<file path="src/rtl/itrd_pkg.sv">
// shared types, constants and helpers for the radix digit converter
package itrd_pkg;

    localparam int VALUE_WIDTH = 32;
    localparam int MAX_DIGITS  = 32;
    localparam int PTR_W       = $clog2(MAX_DIGITS);
    localparam int CNT_W       = $clog2(MAX_DIGITS + 1);
    localparam int BIT_W       = $clog2(VALUE_WIDTH);
    localparam int QUEUE_DEPTH = 2;
    localparam int QPTR_W      = (QUEUE_DEPTH > 1) ? $clog2(QUEUE_DEPTH) : 1;
    localparam int QCNT_W      = $clog2(QUEUE_DEPTH + 1);

    localparam logic [5:0] RADIX_MIN       = 6'd2;
    localparam logic [5:0] RADIX_MAX       = 6'd36;
    localparam logic [5:0] DIGIT_MAX       = 6'd9;
    localparam logic [6:0] CHAR_ZERO       = 7'd48;  // '0'
    localparam logic [6:0] CHAR_ALPHA_BASE = 7'd55;  // 'A' - 10

    typedef struct packed {
        logic [31:0] value;
        logic [5:0]  radix;
        logic [5:0]  min_digits;
    } t_in_beat;

    typedef struct packed {
        logic [6:0] char_code;
        logic       last;
        logic       error;
    } t_out_beat;

    typedef struct packed {
        logic [VALUE_WIDTH-1:0] value;
        logic [5:0]             radix;
        logic [CNT_W-1:0]       min_count;
        logic                   bad;
    } t_job;

    typedef enum logic [2:0] {
        ST_IDLE,
        ST_DIVIDE,
        ST_PAD,
        ST_READ,
        ST_EMIT
    } t_back_state;

    function automatic logic [6:0] digit_char(input logic [5:0] d);
        logic [6:0] base;
        base = (d > DIGIT_MAX) ? CHAR_ALPHA_BASE : CHAR_ZERO;
        return base + 7'(d);
    endfunction

endpackage

</file>
<file path="src/rtl/itrd_front.sv">
// input stage: takes beats, checks the radix and clamps the minimum digit count
module itrd_front
    import itrd_pkg::*;
(
    input  logic     i_clk,
    input  logic     i_rst_n,
    input  logic     i_valid,
    output logic     o_ready,
    input  t_in_beat i_data,
    output logic     o_job_valid,
    input  logic     i_job_ready,
    output t_job     o_job
);

    logic r_valid;
    t_job r_job;
    t_job job_cls;
    logic accept;

    always_comb begin
        job_cls.value = VALUE_WIDTH'(i_data.value);
        job_cls.radix = i_data.radix;
        job_cls.bad   = !(i_data.radix inside {[RADIX_MIN:RADIX_MAX]});
        if (i_data.min_digits == 6'd0) begin
            job_cls.min_count = CNT_W'(1);
        end else if (int'(i_data.min_digits) > MAX_DIGITS) begin
            job_cls.min_count = CNT_W'(MAX_DIGITS);
        end else begin
            job_cls.min_count = CNT_W'(i_data.min_digits);
        end
    end

    assign o_ready     = !r_valid || i_job_ready;
    assign accept      = i_valid && o_ready;
    assign o_job_valid = r_valid;
    assign o_job       = r_job;

    always_ff @(posedge i_clk) begin
        if (!i_rst_n) begin
            r_valid <= 1'b0;
        end else if (accept) begin
            r_valid <= 1'b1;
        end else if (i_job_ready) begin
            r_valid <= 1'b0;
        end
    end

    always_ff @(posedge i_clk) begin
        if (accept) begin
            r_job <= job_cls;
        end
    end

endmodule

</file>
<file path="src/rtl/itrd_queue.sv">
// short job queue between the input stage and the conversion engine
module itrd_queue
    import itrd_pkg::*;
(
    input  logic i_clk,
    input  logic i_rst_n,
    input  logic i_push_valid,
    output logic o_push_ready,
    input  t_job i_push_data,
    output logic o_pop_valid,
    input  logic i_pop_ready,
    output t_job o_pop_data
);

    t_job              r_mem [QUEUE_DEPTH];
    logic [QPTR_W-1:0] r_wr_ptr;
    logic [QPTR_W-1:0] r_rd_ptr;
    logic [QCNT_W-1:0] r_count;
    logic              push;
    logic              pop;

    assign o_push_ready = int'(r_count) < QUEUE_DEPTH;
    assign o_pop_valid  = r_count != '0;
    assign o_pop_data   = r_mem[r_rd_ptr];
    assign push         = i_push_valid && o_push_ready;
    assign pop          = o_pop_valid && i_pop_ready;

    function automatic logic [QPTR_W-1:0] ptr_inc(input logic [QPTR_W-1:0] p);
        return (int'(p) == QUEUE_DEPTH - 1) ? '0 : p + QPTR_W'(1);
    endfunction

    always_ff @(posedge i_clk) begin
        if (!i_rst_n) begin
            r_wr_ptr <= '0;
            r_rd_ptr <= '0;
            r_count  <= '0;
        end else begin
            if (push) begin
                r_wr_ptr <= ptr_inc(r_wr_ptr);
            end
            if (pop) begin
                r_rd_ptr <= ptr_inc(r_rd_ptr);
            end
            if (push && !pop) begin
                r_count <= r_count + QCNT_W'(1);
            end else if (pop && !push) begin
                r_count <= r_count - QCNT_W'(1);
            end
        end
    end

    always_ff @(posedge i_clk) begin
        if (push) begin
            r_mem[r_wr_ptr] <= i_push_data;
        end
    end

endmodule

</file>
<file path="src/rtl/itrd_back.sv">
// conversion engine: bit-serial divider, digit store, zero fill and character output
module itrd_back
    import itrd_pkg::*;
(
    input  logic      i_clk,
    input  logic      i_rst_n,
    input  logic      i_job_valid,
    output logic      o_job_ready,
    input  t_job      i_job,
    output logic      o_valid,
    input  logic      i_ready,
    output t_out_beat o_data
);

    t_back_state            r_state;
    t_back_state            n_state;

    logic [5:0]             r_store [MAX_DIGITS];
    logic [5:0]             r_rd_data;

    logic [VALUE_WIDTH-1:0] r_q;
    logic [5:0]             r_rem;
    logic [BIT_W-1:0]       r_bit;
    logic [5:0]             r_radix;
    logic [CNT_W-1:0]       r_min;
    logic [CNT_W-1:0]       r_count;
    logic [PTR_W-1:0]       r_wptr;
    logic                   r_ovf;
    logic [PTR_W-1:0]       r_idx;
    logic                   r_err;
    logic                   r_out_valid;
    t_out_beat              r_out;

    // divider step
    logic [5:0]             rem_in;
    logic [6:0]             rem_sh;
    logic                   rem_ge;
    logic [5:0]             rem_new;
    logic [VALUE_WIDTH-1:0] q_new;
    logic                   digit_done;
    logic                   q_zero;

    logic                   wr_en;
    logic [PTR_W-1:0]       wr_addr;
    logic [5:0]             wr_data;
    logic [PTR_W:0]         rd_sum;
    logic [PTR_W-1:0]       rd_addr;
    logic                   out_load;
    logic                   pad_more;
    logic [PTR_W-1:0]       wptr_inc;

    always_comb begin
        rem_in     = (r_bit == '0) ? 6'd0 : r_rem;
        rem_sh     = {rem_in, r_q[VALUE_WIDTH-1]};
        rem_ge     = rem_sh >= {1'b0, r_radix};
        rem_new    = rem_ge ? 6'(rem_sh - {1'b0, r_radix}) : rem_sh[5:0];
        q_new      = {r_q[VALUE_WIDTH-2:0], rem_ge};
        digit_done = int'(r_bit) == VALUE_WIDTH - 1;
        q_zero     = r_q == '0;
        pad_more   = r_count < r_min;
        wptr_inc   = (int'(r_wptr) == MAX_DIGITS - 1) ? '0 : r_wptr + PTR_W'(1);
    end

    // most significant kept digit sits just below the write pointer after wrap
    always_comb begin
        rd_sum = (r_ovf ? {1'b0, r_wptr} : '0) + {1'b0, r_idx};
        if (int'(rd_sum) >= MAX_DIGITS) begin
            rd_addr = PTR_W'(rd_sum - (PTR_W + 1)'(MAX_DIGITS));
        end else begin
            rd_addr = rd_sum[PTR_W-1:0];
        end
    end

    // next state
    always_comb begin
        n_state = r_state;
        case (r_state)
            ST_IDLE: begin
                if (i_job_valid) begin
                    n_state = i_job.bad ? ST_EMIT : ST_DIVIDE;
                end
            end
            ST_DIVIDE: begin
                if (r_bit == '0 && q_zero) begin
                    n_state = ST_PAD;
                end
            end
            ST_PAD: begin
                if (!pad_more) begin
                    n_state = ST_READ;
                end
            end
            ST_READ: begin
                n_state = ST_EMIT;
            end
            ST_EMIT: begin
                if (out_load) begin
                    n_state = (r_err || r_idx == '0) ? ST_IDLE : ST_READ;
                end
            end
            default: begin
                n_state = ST_IDLE;
            end
        endcase
    end

    // outputs of the state machine
    always_comb begin
        o_job_ready = 1'b0;
        wr_en       = 1'b0;
        wr_addr     = r_wptr;
        wr_data     = rem_new;
        out_load    = 1'b0;
        case (r_state)
            ST_IDLE: begin
                o_job_ready = 1'b1;
            end
            ST_DIVIDE: begin
                wr_en = digit_done;
            end
            ST_PAD: begin
                wr_en   = pad_more;
                wr_addr = r_count[PTR_W-1:0];
                wr_data = 6'd0;
            end
            ST_EMIT: begin
                out_load = !r_out_valid || i_ready;
            end
            default: begin
            end
        endcase
    end

    always_ff @(posedge i_clk) begin
        if (!i_rst_n) begin
            r_state     <= ST_IDLE;
            r_out_valid <= 1'b0;
        end else begin
            r_state <= n_state;
            if (out_load) begin
                r_out_valid <= 1'b1;
            end else if (i_ready) begin
                r_out_valid <= 1'b0;
            end
        end
    end

    always_ff @(posedge i_clk) begin
        if (wr_en) begin
            r_store[wr_addr] <= wr_data;
        end
        r_rd_data <= r_store[rd_addr];
    end

    always_ff @(posedge i_clk) begin
        case (r_state)
            ST_IDLE: begin
                if (i_job_valid) begin
                    r_err   <= i_job.bad;
                    r_q     <= i_job.value;
                    r_radix <= i_job.radix;
                    r_min   <= i_job.min_count;
                    r_count <= '0;
                    r_wptr  <= '0;
                    r_ovf   <= 1'b0;
                    r_bit   <= '0;
                end
            end
            ST_DIVIDE: begin
                if (!(r_bit == '0 && q_zero)) begin
                    r_q   <= q_new;
                    r_rem <= rem_new;
                    if (digit_done) begin
                        r_bit  <= '0;
                        r_wptr <= wptr_inc;
                        if (int'(r_count) < MAX_DIGITS) begin
                            r_count <= r_count + CNT_W'(1);
                        end else begin
                            r_ovf <= 1'b1;
                        end
                    end else begin
                        r_bit <= r_bit + BIT_W'(1);
                    end
                end
            end
            ST_PAD: begin
                if (pad_more) begin
                    r_count <= r_count + CNT_W'(1);
                end else begin
                    r_idx <= PTR_W'(r_count - CNT_W'(1));
                end
            end
            ST_EMIT: begin
                if (out_load) begin
                    if (r_err) begin
                        r_out.char_code <= 7'd0;
                        r_out.last      <= 1'b1;
                        r_out.error     <= 1'b1;
                    end else begin
                        r_out.char_code <= digit_char(r_rd_data);
                        r_out.last      <= r_idx == '0;
                        r_out.error     <= 1'b0;
                        r_idx           <= r_idx - PTR_W'(1);
                    end
                end
            end
            default: begin
            end
        endcase
    end

    assign o_valid = r_out_valid;
    assign o_data  = r_out;

endmodule

</file>
<file path="src/rtl/integer_to_radix_digits.sv">
// top level of the radix digit converter
//
// input channel (i_valid / o_ready, i_data): one beat per number, carrying the
// value, the radix and the minimum digit count. output channel (o_valid /
// i_ready, o_data): one beat per ASCII digit, most significant first, with
// last set on the final digit. a radix outside 2..36 gives a single beat with
// char_code 0, last and error set.
// an input stage classifies each number and a two-entry job queue feeds the
// conversion engine, so new numbers are taken while the engine is busy.
// the engine holds one number at a time. each digit comes from a restoring
// bit-serial divider that takes one quotient bit per cycle, zero fill
// writes zero digits up to the minimum count, and each character is read
// from the registered digit store in ST_READ and loaded into the output
// register in ST_EMIT.
// a stalled receiver holds the output register and the engine waits on it.
// synchronous active-low reset empties the queue and idles the engine; the
// digit store needs no clearing.
module integer_to_radix_digits
    import itrd_pkg::*;
(
    input  logic      i_clk,
    input  logic      i_rst_n,
    input  logic      i_valid,
    output logic      o_ready,
    input  t_in_beat  i_data,
    output logic      o_valid,
    input  logic      i_ready,
    output t_out_beat o_data
);

    logic front_valid;
    logic front_ready;
    t_job front_job;
    logic queue_valid;
    logic queue_ready;
    t_job queue_job;

    itrd_front u_front (
        .i_clk       (i_clk),
        .i_rst_n     (i_rst_n),
        .i_valid     (i_valid),
        .o_ready     (o_ready),
        .i_data      (i_data),
        .o_job_valid (front_valid),
        .i_job_ready (front_ready),
        .o_job       (front_job)
    );

    itrd_queue u_queue (
        .i_clk        (i_clk),
        .i_rst_n      (i_rst_n),
        .i_push_valid (front_valid),
        .o_push_ready (front_ready),
        .i_push_data  (front_job),
        .o_pop_valid  (queue_valid),
        .i_pop_ready  (queue_ready),
        .o_pop_data   (queue_job)
    );

    itrd_back u_back (
        .i_clk       (i_clk),
        .i_rst_n     (i_rst_n),
        .i_job_valid (queue_valid),
        .o_job_ready (queue_ready),
        .i_job       (queue_job),
        .o_valid     (o_valid),
        .i_ready     (i_ready),
        .o_data      (o_data)
    );

endmodule

</file>
<file path="config.mk">
export PLATFORM = sky130hd
export DESIGN_NAME = integer_to_radix_digits
export DESIGN_NICKNAME = d
export VERILOG_FILES = /design/src/rtl/itrd_pkg.sv /design/src/rtl/itrd_front.sv /design/src/rtl/itrd_queue.sv /design/src/rtl/itrd_back.sv /design/src/rtl/integer_to_radix_digits.sv
export SDC_FILE = /design/constraint.sdc
export NUM_CORES = 1
export LEC_CHECK = 0
export ABC_AREA = 1
export BUFFER_PORTS_ARGS = -buffer_cell sky130_fd_sc_hd__buf_2
export CAP_MARGIN = 20
export CORE_UTILIZATION = 62
export CTS_CLUSTER_DIAMETER = 200
export DETAILED_ROUTE_END_ITERATION = 10
export PLACE_DENSITY = 0.77
export SYNTH_ARGS = -nofsm -noshare
export SYNTH_HDL_FRONTEND = slang
export SYNTH_SLANG_ARGS = --single-unit
export TNS_END_PERCENT = 50
</file>
<file path="constraint.sdc">
create_clock -name i_clk -period 4.6 [get_ports i_clk]
set_input_delay 0.69 -clock i_clk [delete_from_list [all_inputs] [get_ports i_clk]]
set_output_delay 0.69 -clock i_clk [all_outputs]
set_load 0.02 [all_outputs]
</file>
# Yosys cells after proc, flatten, opt, wreduce, memory -nomap -nowiden
# Memory sizes are Yosys's and may differ from the RTL's. A register that Yosys moved wholly into a read port is not among the register bits.
# Cells that the tools add are included.
# op_classes
reduce_logical	37
addsub	13
eq_ne	16
order_cmp	9
bitwise_logic	1
n_mux	59
# ops
operator	count
$mux 32	2
$pmux 32 s2	1
$mux 5	12
$mux 6	9
$logic_not 32->1	1
$pmux 5 s2	3
$mux 1	19
$mux 3	6
$pmux 6 s3	1
$pmux 3 s5	1
$sub 5x1->5 const B	3
$reduce_and 4->1	3
$reduce_bool 2->1	6
$add 5x1->5 const B	2
$eq 5x1->1 const B	2
$logic_not 5->1	2
$ne 2x1->1 const B	5
$ne 2x2->1 const B	5
$add 6x6->7	1
$ge 7x6->1	1
$logic_and 1x1->1	7
$add 5x5->6	1
$add 6x1->6 const B	1
$eq 3x2->1 const B	2
27 further kinds	39
# totals
out_inout_bits	11
ff_bits	136
elab_cells	161
memories	2
ram_bits	282
in_bits	48
# memory_table
memory	depth	width	rd	rd_clocked_by_memory_dff	wr	line_no	text
u_back.r_store	32	6	1	1	1	itrd_back.sv:18	logic [5:0] r_store [MAX_DIGITS];
u_queue.r_mem	2	45	1	1	1	itrd_queue.sv:15	t_job r_mem [QUEUE_DEPTH];

# Depth between registers and ports, before layout
# depth
ltp_word	6
ltp_mapped	15
mapped_depth_nobuf	15

# Cells and area by module
# A second synthesis with hierarchy kept.
# unflattened
cells_unflattened	1470
area_unflattened_um2	18037.3
# by_module_without_submodules
mod	cells_each	seq_area_each_um2	area_each_um2	instances
itrd_back	1218	8428.1	12847.3	1
itrd_queue	175	2802.7	3684.8	1
itrd_front	77	1371.3	1505.2	1

# Worst setup path after synthesis
# Ideal clock, no wire load.
# synth_timing
path_kind	in2reg
from	in i_valid
to	reg u_front.r_job, in the netlist u_front.o_job[0], enable pin
setup_slack_ns	1.206
setup_ns	0.462
path_stages	2
t_required_ns	4.138
t_arrival_ns	2.931
path_cell_list	inv_1 > a21oi_1
# synth_between
elab_chain_len	1
# synth_rtl
item	line_no	text
start, declared	integer_to_radix_digits.sv:23	input logic i_valid,
$logic_and 1x1->1	itrd_front.sv:34	assign accept = i_valid && o_ready;
named net u_front.accept	itrd_front.sv:18	logic accept;
end signal, assigned	itrd_front.sv:50	r_job <= job_cls;
end, declared	itrd_front.sv:16	t_job r_job;
# The timed path passes the listed nets, and every way through them passes these cells.
# A chain may end at the register's enable or synchronous reset.

# Worst setup path after layout
# layout_timing
from	reg u_back.r_bit[0]
to	mem u_back.r_store[11][2], data pin
# layout_between
elab_chain_len	5
# layout_rtl
item	line_no	text
start, declared	itrd_back.sv:23	logic [BIT_W-1:0] r_bit;
start signal, assigned	itrd_back.sv:182	r_bit <= r_bit + BIT_W'(1);
$logic_not 5->1 *	itrd_back.sv:53	rem_in = (r_bit == '0) ? 6'd0 : r_rem;
$mux 6 *	itrd_back.sv:53	
$sub 6x6->6 or $ge 7x6->1 (tied branches)	itrd_back.sv:56, itrd_back.sv:55	
$mux 6 *	itrd_back.sv:56	rem_new = rem_ge ? 6'(rem_sh - {1'b0, r_radix}) : rem_sh[5:0];
$mux 6 *	itrd_back.sv:114	case (r_state)
named net u_back.wr_data[2]	itrd_back.sv:45	logic [5:0] wr_data;
end, declared	itrd_back.sv:18	
# The timed path passes the listed nets; every way through them passes the cells marked *.

==> impl_results.md <==
* Post_cts resized at 0
* Drt drc at 0
* Routed WL at 35400 um
* HP Class: in -> reg
* Data required time of the worst path at 4.88 ns
* Syn Std Cell Area at 17500 um2
* RSZ-0062 raised after global routing: false
* Unique masters post-synth at 48
* Worst r2r src: u_back.r_bit[0]
* First-pass GRT wire length at 55500 um
* Chip width at 170 um
* Post-DP HPWL at 22800 um
* Share of layout cells above drive strength 1 at 0.117
* Hold worst-path end: u_front.o_job[36]
* R2R setup slack at about 1.5 ns
* Clk_lat worst skew at 0.54 ns
* Status: finished clean
* Worst slew pin tran at 0.923 ns
* GR Overflow Total at 0
* Worst Reg2Reg Path Length in Cells at 15
* DIE HEIGHT at 170 um
* DR vias/cell at 5.80
* Core area at 27800 um2
* Die area at 28900 um2
* Drt wl/cell at 18.7 um
* H-Tree Depth at 2
* Starting density of the core at 0.630
* Num CTS Buffers at 42
* P&R area growth vs syn at 11.2%
* Min-delay src: i_data[35]
* Final setup violation count at 0
* Clock Sinks at 425
* Reg2reg end: u_back.r_store[11][2]
* FMAX at 327 MHz
* Final Hold Fails at 0
* Syn avg cell area at 12.3 um2
* I/O pin total at slightly below 60
* Async SR Flop Fraction at 0
* All-Layer GR Usage at 0.251
* Setup crit start kind: flip-flop
* Critical Path Start: u_back.r_bit[0]
* Port Buffers at 58
* EDFF count, synth at 409
* Mapped Nets at 1500
* Final min period at 3.06 ns
* Vias at 11000
* Ys flop type: edfxtp_1
* Drt first pass iters at 6
* Flops & latches, synth at 425
* Final Cycle Share at 0.666
* FP Rows at 61
* Largest net degree at the start of global routing at 97
* Vias in the first global route at 10400
* Crit path DAT at 3.35 ns
* Longest Clk Path Bufs at 3
* # nets final at 1565
* # hold bufs at CTS at 0
* Max Slew Vio Count at 0
* Diodes inserted at 0
* Detail Route Antenna Nets at 0
* Final Skew at between 0.02 and 0.025 ns
* Yosys warnings at 0
* Clk root buf: clkbuf_16
* Max Cap Violations at 0
* Crit end category: flip-flop
* Critical Path Fanout Max at 32
* Post-synthesis sequential area ratio at 0.720
* GP Congestion at 0.852
* Post-CTS setup buffer count at 0
* Fin Setup TNS at 0 ns
* Worst hold stages at 1
* WS Path Type: reg -> reg
* CTS tree: yes
* DRC marker count from the first detailed-route iteration at 1102
* Worst slew margin at 0.385
* Worst-path clk slew at roughly 0.060 ns
* Syn Inst Count at 1423
* Initial antenna violation count at 1
worst max-delay path, stage by stage (launching register included):
cell and delay, ns:
edfxtp_1 0.44, inv_1 0.09, ha_1 0.16, nand3_1 0.21, nand2_1 0.16, inv_1 0.06, ha_1 0.34, a21oi_1 0.14
o21ai_1 0.13, a21o_1 0.19, nand2_1 0.13, nand2_2 0.12, nand2_1 0.07, nand2_1 0.08, nor2_1 0.11, buf_4 0.36
cell families (layout without fill, tap and decap cells):
kind of cell	count (synthesis)	in the layout	share of synthesized area
XOR/XNOR	10	10	0.00629
AND/OR/NAND/NOR	556	556	0.133
multiplexers	2	2	0.00114
flip-flops	425	425	0.720
buffers and inverters	159	255	0.0377
AO/OA/AOI/OAI	242	242	0.0793
adder cells (fa/ha/maj)	29	29	0.0220
Yosys cell counts (11+ instances only):
library cell  count  area share
a21oi_1          27      0.0077
a31oi_1          32       0.011
buf_2            22      0.0063
clkbuf_1         25      0.0054
dfxtp_1          16       0.018
edfxtp_1        409        0.70
ha_1             26       0.019
inv_1            93       0.020
inv_2            11      0.0024
nand2_1         235       0.050
nand3_1          63       0.018
nor2_1          228       0.049
o21ai_0          98       0.028
o21ai_1          19      0.0054
o22ai_1          48       0.017
state kept, by name, indices dropped and copies added (netlist names), named ones only:
| signal | cells |
|---|---|
| u_back.r_rd_data | 6 |
| u_queue.r_rd_ptr | 1 |
| u_back.o_valid | 1 |
| u_back.r_count | 6 |
| u_back.r_idx | 5 |
| u_back.r_ovf | 1 |
| u_back.r_state | 3 |
| u_back.r_bit | 5 |
| u_back.r_err | 1 |
| u_back.r_radix | 6 |
| u_front.o_job | 45 |
| u_back.r_rem | 6 |
| u_queue.r_wr_ptr | 1 |
| u_queue.r_count | 2 |
| u_front.o_job_valid | 1 |
| u_back.r_min | 6 |
| u_back.o_data | 9 |
| u_back.r_store | 192 |
| u_back.r_wptr | 5 |
| u_back.r_q | 32 |
| u_queue.r_mem | 90 |
cell type report:
class / instances / area, um2
flip-flops and latches: 425 / 12600
fillers: 1896 / 8330
repair buffers: 76 / 425
inverters: 104 / 390
clock buffers: 58 / 1160
clock inverters: 17 / 121
well taps: 378 / 473
multi-input cells: 839 / 4280
per-stage QoR:
| step | hold WS [ns] | util | area (um2) | setup WS (ns) | std cells |
|---|---|---|---|---|---|
| 2_1_floorplan | 0.421 | - | 17500 | 1.21 | 1423 |
| 3_3_place_gp | 0.422 | 0.654 | 18200 | 1.67 | 1822 |
| 3_5_place_dp | 0.429 | 0.654 | 18200 | 1.64 | 1822 |
| 4_1_cts | 0.302 | 0.700 | 19500 | 1.57 | 1897 |
| 5_1_grt | 0.300 | 0.700 | 19500 | 1.27 | 1897 |
| 6_report | 0.328 | 0.700 | 19500 | 1.54 | 1897 |
placed cells by master (no fill, tap or decap), types with 4 or more instances in the layout:
master     count
nand2_1      234
buf_4         18
nand3_4        4
dfxtp_1       16
nor2_4         5
a31oi_1       32
nand2_4        4
o22ai_1       48
a21oi_1       24
inv_1         93
nand3_1       63
o21ai_1       19
clkbuf_16     43
nor2_1       226
o21ai_0       98
nor3_1         5
ha_1          25
edfxtp_1     409
clkinv_2       5
buf_2         58
xor2_1         5
clkbuf_1      12
clkinv_1       8
inv_2         11
metal layers:
metal  GRT usage  wire length, um  vias up
met1       0.328            14400     5283
met2       0.426            17500      487
met5           0               13        -
met3      0.0447             2580       91
li1            -                -     5145
met4      0.0834             1030        2
how the worst max path moves through the flow:
stage,end,cells past startpoint
floorplan,u_front.o_job[0],2
global route,u_back.r_store[11][2],15
detailed placement,u_back.r_store[23][2],15
finish,u_back.r_store[11][2],15
CTS,u_back.r_store[11][2],15
global placement,u_back.r_store[23][2],15
Power is not shown: default switching activity piles up to over one toggle a cycle in this logic, so the estimate is an artifact.
